`config.mk`:
```
export PLATFORM = sky130hd
export DESIGN_NAME = ecss_ctrl
export DESIGN_NICKNAME = d
export VERILOG_FILES = /design/src/rtl/ecss_pkg.sv /design/src/rtl/ecss_ctrl.sv
export SDC_FILE = /design/constraint.sdc
export NUM_CORES = 1
export LEC_CHECK = 0
export ABC_AREA = 1
export BUFFER_PORTS_ARGS = -buffer_cell sky130_fd_sc_hd__buf_2
export CAP_MARGIN = 40
export CORE_MARGIN = 5
export CORE_UTILIZATION = 38
export CTS_BUF_LIST = sky130_fd_sc_hd__clkbuf_16
export DETAILED_ROUTE_END_ITERATION = 8
export HOLD_SLACK_MARGIN = 0.05
export PLACE_DENSITY = 0.73
export SLEW_MARGIN = 10
export SYNTH_ARGS = -nofsm -noshare
export SYNTH_HDL_FRONTEND = slang
export SYNTH_SLANG_ARGS = --single-unit
```
`constraint.sdc`:
```
create_clock -name clk -period 1.3 [get_ports clk]
set_input_delay 0.195 -clock clk [delete_from_list [all_inputs] [get_ports clk]]
set_output_delay 0.195 -clock clk [all_outputs]
set_load 0.1 [all_outputs]
```
`src/rtl/ecss_pkg.sv`:
```
// Shared types and constants for the entity and component store.
// Depends on nothing; ecss_ctrl, ecss_dp and the top file refer to it by scoped names.
`timescale 1ns / 1ps

package ecss_pkg;

  localparam int MAX_ENTITIES = 256;
  localparam int COMP_TYPES   = 8;
  localparam int HANDLE_BITS  = 32;

  localparam int EW = $clog2(MAX_ENTITIES);   // entity id / slot width
  localparam int TW = $clog2(COMP_TYPES);     // component type width
  localparam int CW = EW + 1;                 // counts that reach MAX_ENTITIES
  localparam int DW = TW + EW;                // per-type array address

  typedef enum logic [1:0] {
    OP_CREATE = 2'd0,
    OP_ADD    = 2'd1,
    OP_DELETE = 2'd2
  } op_t;

  typedef enum logic [2:0] {
    ST_OK         = 3'd0,
    ST_FULL       = 3'd1,
    ST_BAD_ENTITY = 3'd2,
    ST_BAD_TYPE   = 3'd3,
    ST_PRESENT    = 3'd4
  } status_t;

  typedef enum logic [3:0] {
    S_IDLE,
    S_DISPATCH,
    S_C_COMMIT,
    S_L1,
    S_L2,
    S_A_COMMIT,
    S_D_SCAN,
    S_D_IDX,
    S_D_REL,
    S_D_MOVE,
    S_D_FIN,
    S_D_FIN2,
    S_REPORT
  } state_t;

  typedef enum logic [3:0] {
    A_NONE,
    A_LOAD,
    A_C_READ,
    A_C_COMMIT,
    A_L_READ0,
    A_L_READ1,
    A_ADD_COMMIT,
    A_D_START,
    A_D_NEXT,
    A_D_SCAN,
    A_D_IDX,
    A_D_REL,
    A_D_MOVE,
    A_D_FIN,
    A_D_COMMIT,
    A_REPORT
  } act_t;

  typedef struct packed {
    act_t    act;
    logic    set_code;
    status_t code;
  } cmd_t;

  typedef struct packed {
    op_t           op;
    logic          create_full;
    logic          bad_type;
    logic          dead;
    logic          dup;
    logic          add_full;
    logic          scan_bit;
    logic          t_last;
    logic          skip;
    logic          out_free;
    logic          any;
    logic [CW-1:0] live_cnt;
    logic [CW-1:0] free_cnt;
    logic [CW-1:0] next_fresh;
  } stat_t;

endpackage

```
`src/rtl/ecss_ctrl.sv`:
```
// Sequencer for the entity and component store: one request at a time.
// Depends on ecss_pkg; drives commands to ecss_dp and reads its status.
`timescale 1ns / 1ps

module ecss_ctrl (
  input  logic           clk,
  input  logic           rst,
  input  logic           in_valid,
  output logic           in_stall,
  input  ecss_pkg::stat_t stat,
  output ecss_pkg::cmd_t  cmd
);

  ecss_pkg::state_t state, state_next;

  always_ff @(posedge clk) begin
    if (rst) begin
      state <= ecss_pkg::S_IDLE;
    end else begin
      state <= state_next;
    end
  end

  always_comb begin
    state_next   = state;
    cmd.act      = ecss_pkg::A_NONE;
    cmd.set_code = 1'b0;
    cmd.code     = ecss_pkg::ST_OK;
    in_stall     = 1'b1;
    case (state)
      ecss_pkg::S_IDLE: begin
        in_stall = 1'b0;
        if (in_valid) begin
          cmd.act    = ecss_pkg::A_LOAD;
          state_next = ecss_pkg::S_DISPATCH;
        end
      end
      ecss_pkg::S_DISPATCH: begin
        case (stat.op)
          ecss_pkg::OP_CREATE: begin
            if (stat.create_full) begin
              cmd.set_code = 1'b1;
              cmd.code     = ecss_pkg::ST_FULL;
              state_next   = ecss_pkg::S_REPORT;
            end else begin
              cmd.act    = ecss_pkg::A_C_READ;
              state_next = ecss_pkg::S_C_COMMIT;
            end
          end
          ecss_pkg::OP_ADD: begin
            if (stat.bad_type) begin
              cmd.set_code = 1'b1;
              cmd.code     = ecss_pkg::ST_BAD_TYPE;
              state_next   = ecss_pkg::S_REPORT;
            end else begin
              cmd.act    = ecss_pkg::A_L_READ0;
              state_next = ecss_pkg::S_L1;
            end
          end
          ecss_pkg::OP_DELETE: begin
            cmd.act    = ecss_pkg::A_L_READ0;
            state_next = ecss_pkg::S_L1;
          end
          default: begin
            cmd.set_code = 1'b1;
            cmd.code     = ecss_pkg::ST_BAD_ENTITY;
            state_next   = ecss_pkg::S_REPORT;
          end
        endcase
      end
      ecss_pkg::S_C_COMMIT: begin
        if (stat.out_free) begin
          cmd.act    = ecss_pkg::A_C_COMMIT;
          state_next = ecss_pkg::S_IDLE;
        end
      end
      ecss_pkg::S_L1: begin
        cmd.act    = ecss_pkg::A_L_READ1;
        state_next = ecss_pkg::S_L2;
      end
      ecss_pkg::S_L2: begin
        if (stat.dead) begin
          cmd.set_code = 1'b1;
          cmd.code     = ecss_pkg::ST_BAD_ENTITY;
          state_next   = ecss_pkg::S_REPORT;
        end else if (stat.op == ecss_pkg::OP_ADD) begin
          if (stat.dup) begin
            cmd.set_code = 1'b1;
            cmd.code     = ecss_pkg::ST_PRESENT;
            state_next   = ecss_pkg::S_REPORT;
          end else if (stat.add_full) begin
            cmd.set_code = 1'b1;
            cmd.code     = ecss_pkg::ST_FULL;
            state_next   = ecss_pkg::S_REPORT;
          end else begin
            state_next = ecss_pkg::S_A_COMMIT;
          end
        end else begin
          cmd.act    = ecss_pkg::A_D_START;
          state_next = ecss_pkg::S_D_SCAN;
        end
      end
      ecss_pkg::S_A_COMMIT: begin
        if (stat.out_free) begin
          cmd.act    = ecss_pkg::A_ADD_COMMIT;
          state_next = ecss_pkg::S_IDLE;
        end
      end
      ecss_pkg::S_D_SCAN: begin
        if (stat.scan_bit) begin
          cmd.act    = ecss_pkg::A_D_SCAN;
          state_next = ecss_pkg::S_D_IDX;
        end else if (stat.t_last) begin
          state_next = ecss_pkg::S_D_FIN;
        end else begin
          cmd.act = ecss_pkg::A_D_NEXT;
        end
      end
      ecss_pkg::S_D_IDX: begin
        if (stat.skip) begin
          if (stat.t_last) begin
            state_next = ecss_pkg::S_D_FIN;
          end else begin
            cmd.act    = ecss_pkg::A_D_NEXT;
            state_next = ecss_pkg::S_D_SCAN;
          end
        end else begin
          cmd.act    = ecss_pkg::A_D_IDX;
          state_next = ecss_pkg::S_D_REL;
        end
      end
      ecss_pkg::S_D_REL: begin
        cmd.act    = ecss_pkg::A_D_REL;
        state_next = ecss_pkg::S_D_MOVE;
      end
      ecss_pkg::S_D_MOVE: begin
        if (stat.out_free) begin
          cmd.act    = ecss_pkg::A_D_MOVE;
          state_next = stat.t_last ? ecss_pkg::S_D_FIN : ecss_pkg::S_D_SCAN;
        end
      end
      ecss_pkg::S_D_FIN: begin
        cmd.act    = ecss_pkg::A_D_FIN;
        state_next = ecss_pkg::S_D_FIN2;
      end
      ecss_pkg::S_D_FIN2: begin
        if (stat.any || stat.out_free) begin
          cmd.act    = ecss_pkg::A_D_COMMIT;
          state_next = ecss_pkg::S_IDLE;
        end
      end
      ecss_pkg::S_REPORT: begin
        if (stat.out_free) begin
          cmd.act    = ecss_pkg::A_REPORT;
          state_next = ecss_pkg::S_IDLE;
        end
      end
      default: begin
        state_next = ecss_pkg::S_IDLE;
      end
    endcase
  end

endmodule

```
==> After elaboration in Yosys (flattened, before gate mapping) <==
Cells that the tools add are included.
{ "op_classes": {"order_cmp": 0, "n_div": 0, "n_mul": 0, "eq_ne": 19, "n_reduce_logical": 5, "n_addsub": 0, "muxes": 40, "bitwise_logic": 0, "n_shift": 0} }
{ "op_table": {"columns": ["cell", "n"], "rows": [
  ["$mux 4", 26],
  ["$pmux 4 s13", 1],
  ["$pmux 4 s11", 1],
  ["$pmux 4 s3", 2],
  ["$eq 4x4->1 const B", 5],
  ["$eq 4x3->1 const B", 4],
  ["$mux 3", 4],
  ["$pmux 3 s3", 1],
  ["$eq 4x2->1 const B", 2],
  ["$pmux 4 s2", 1],
  ["$ne 2x2->1 const B", 3],
  ["$reduce_and 5->1", 1],
  ["$eq 4x1->1 const B", 1],
  ["$logic_not 4->1", 1],
  ["$mux 2", 2],
  ["$ne 3x3->1 const B", 1],
  ["$reduce_or 3->1", 1],
  ["$eq 2x1->1 const B", 1],
  ["$eq 2x2->1 const B", 1],
  ["$logic_not 2->1", 1],
  ["$mux 1", 2],
  ["$ne 2x1->1 const B", 1],
  ["$logic_or 1x1->1", 1]
]} }
{ "word_totals": {"latchBits": 0, "mem_count": 0, "in_bits": 42, "mem_bits_ro": 0, "reg_bits": 4, "output_inout_bits": 9, "word_cells": 65, "mem_bits_rw": 0} }

==> Longest topological paths before layout <==
{ "logic_depth": {"word_depth": 5, "mapped_depth": 9, "mapped_depth_nobuf": 9} }

==> Worst setup path before layout <==
No wires, ideal clock.
{ "synth_path": {"path_type": "register to output", "from": "reg state[2]", "to": "out cmd[4] (netlist name)", "path_buffers": 0, "arrival_time_ps": 2415, "required_ps": 1105, "path_slack_ps": -1310, "path_stages_with_launch": 6, "path_cell_list": "dfxtp_1 nor2_2 nand2_1 o21ai_0 nor2_1 nand4_1"} }
{ "synth_lines": {"columns": ["element", "line_no", "source"], "rows": [
  ["from (decl)", "ecss_ctrl.sv:14", "ecss_pkg::state_t state, state_next;"],
  ["from (signal assigned)", "ecss_ctrl.sv:18", "state <= ecss_pkg::S_IDLE;"],
  ["from (signal assigned)", "ecss_ctrl.sv:20", "state <= state_next;"],
  ["to (decl)", "ecss_ctrl.sv:11", "output ecss_pkg::cmd_t cmd"]
]} }

==> impl_metrics.toml <==
[power_and_ir_drop]
powerDensity_nw_per_um2 = 2510
power.internal_mw = 1.93
seqPwrFrac = 0.075
p_sw_frac = 0.541
p_sw_mw = 2.27
irDropWorstVdd_v = 0.00190
power.share.clock = 0.114
p_comb_frac = 0.811
p_leak_nw = 0.819

[yosys]
synth_area_leaders = "nand2_1 21%, dfxtp_1 10%, nor2_1 9.2%"
ys_ff_latch = 4
yosys_warnings = 0
synth_area_per_cell_um2 = 5.40
yosysTopAreaCellShare = 0.208
synth_top_area_cell = "nand2_1"
syn-cell-area_um2 = 777
synth_nets = 186
synthCells = 144
yosysSeqAreaShare = 0.103
yosysUniqueCellTypes = 21

[worst_setup_path]
arrival_ps = 1550
r2r-end = "state[0]"
critPathRequiredTime_ps = 1110
end_kind = "output port"
setup.worst_path.start_class = "flop"
r2r_start = "state[0]"
rr_worst_depth = 9
crit_fanout = 6
r2r_setup_slack_ps = -150
crit_type = "reg2out"

[die]
start_util = 0.396
coreArea_um2 = 1960
die-area_um2 = 3050
rows = 16
die_w_um = 55.2
io_pins = 51
dieHeight_um = 55.2

[sta]
finalMaxSlewViolations = 0
finalWorstSetupSlack_ps = -445
period_minus_slack_ps = 1750
min_period_over_period = 1.34
setup_violations = 13
slew-limit-headroom = 0.734
final.setup_skew_ps = 2.07
max_freq_mhz = 573
final-hold-violation-count = 0
worst_pin_slew_ps = 395
rsz0062_at_grt = "true"

[grt]
antenna_found_initial = 0
grt_max_degree = 8
grt_usage = 0.192
grt_overflow = 0
grt_pass1_vias = 1225
grt_pass1_wl_um = 4950

[route]
wirelength_um = 3480
drt_iter0_markers = 37
dr_total_vias = 1288
firstDrtPassIters = 4
routedWlPerCell_um = 14.7
drc = 0
viasPerCell = 5.46
drtAntennaViolNets = 0

[clocking]
cts_buffer_depth = 2
path_clk_slew_ps = 30
cts_made_buffers = 3
clockRootBuffer = "clkbuf_16"
htree_levels = 1
cts_sinks = 4
cts_tree = "done"
clkLatencyLatePin_ps = 220

[placement]
io_buffer_count = 23
dp.cells = 227
dpl.hpwl_um = 2380
place.gp.congestion = 0.920

[min_path]
hp-class = "in2reg"
hold_depth = 2
hp-start = "rst"
min_to = "state[3]"

[final_layout]
final_nets = 252
area_growth_pct = 115
largest_reg_flops = 4
final_cell_mix = "31 x nand2_1, 31 x buf_4, 16 x inv_1"
regMostFlops = "state"
reg_top3 = "state (4)"
n_antenna_cell = 0
final_util = 0.851
layout-drive-gt1-share = 0.608
finalNonFillerCells = 236
nFillCells = 123
ff_latch_area_um2 = 95.1
multi_input_area_um2 = 793

[status]
status = "complete, but fails checks"
violations = "setup timing"

[flow_run]
cap_viol_max_count = 0
## area by class of cell
class	instances	area share
clock buffer	3	0.0449
sequential	4	0.0569
inverter	24	0.0592
multi-input combinational	116	0.475
clock inverter	1	0.00225
timing repair buffer	61	0.342
tap	27	0.0202
## per-stage QoR
step                instance area, µm²  power [mW]  worst slack (ps)  hold slack (ps)  TNS (ps)
finish                            1670        4.19              -445              184     -3960
global route                      1670        4.37              -517              190     -4800
CTS                               1550        3.92              -421              162     -3820
detailed placement                1420        3.30              -263              398     -2170
global placement                  1420        3.27              -264              389     -1800
floorplan                          876        2.12              -625              254     -3370
## worst max-delay path by stage
stage                        start      to  slack [ps]  depth (start not counted)
after global routing      state[2]  cmd[0]        -520                          7
after global placement    state[2]  cmd[5]        -260                          7
after detailed placement  state[3]  cmd[6]        -260                          7
after floorplan           state[3]  cmd[4]        -620                          5
final                     state[2]  cmd[0]        -450                          7
after CTS                 state[2]  cmd[0]        -420                          7
## synthesized netlist by cell type
master	number
nand3_1	13
inv_2	7
nor2_1	19
dfxtp_1	4
o21ai_1	1
nand2_1	43
o21ai_0	6
nand2_4	2
o22ai_1	1
a21oi_2	2
nand3_2	2
nor3_1	1
o31ai_2	1
nand4_1	3
a21oi_1	6
nand3_4	1
o2111ai_1	2
nor2_4	5
nand2_2	3
inv_1	17
nor2_2	5
## worst max-delay path, cell delays in order (launching register included)
cell and delay (ps):
dfxtp_4 400, inv_4 50, nor2_4 140, nand2_4 100, nor2_4 110, nand2_2 80
o31ai_4 220, buf_12 210
## cells by family after synthesis
family	after synthesis	share of synthesized area
AOI/OAI and AO/OA	19	0.153
and+or+nand+nor	97	0.628
DFF	4	0.103
buffers and inverters	24	0.116
## power by group through the flow
stage               Combinational (mW)  Sequential [mW]  Clock, mW
finish                            3.40            0.315      0.480
global route                      3.55            0.320      0.499
CTS                               3.14            0.292      0.485
detailed placement                3.02            0.280          0
global placement                  3.00            0.273          0
floorplan                         1.85            0.269          0
## timing repair
action                     in CTS  in global routing
pin swaps                       2                 19
cloned                          0                  0
hold buffers                    0                  0
buffers inserted                2                  3
resized for setup               9                 32
setup endpoints to repair      13                 13
## per-layer routing
| layer | global-route usage | vias to the layer above | routed length, µm |
|---|---|---|---|
| met2 | 0.361 | 68 | 1770 |
| met1 | 0.203 | 600 | 1300 |
| li1 | - | 597 | - |
| met3 | 0.0466 | 23 | 227 |
| met5 | 0 | - | 0 |
| met4 | 0.0694 | 0 | 177 |
(Power assumes the default switching activity.)
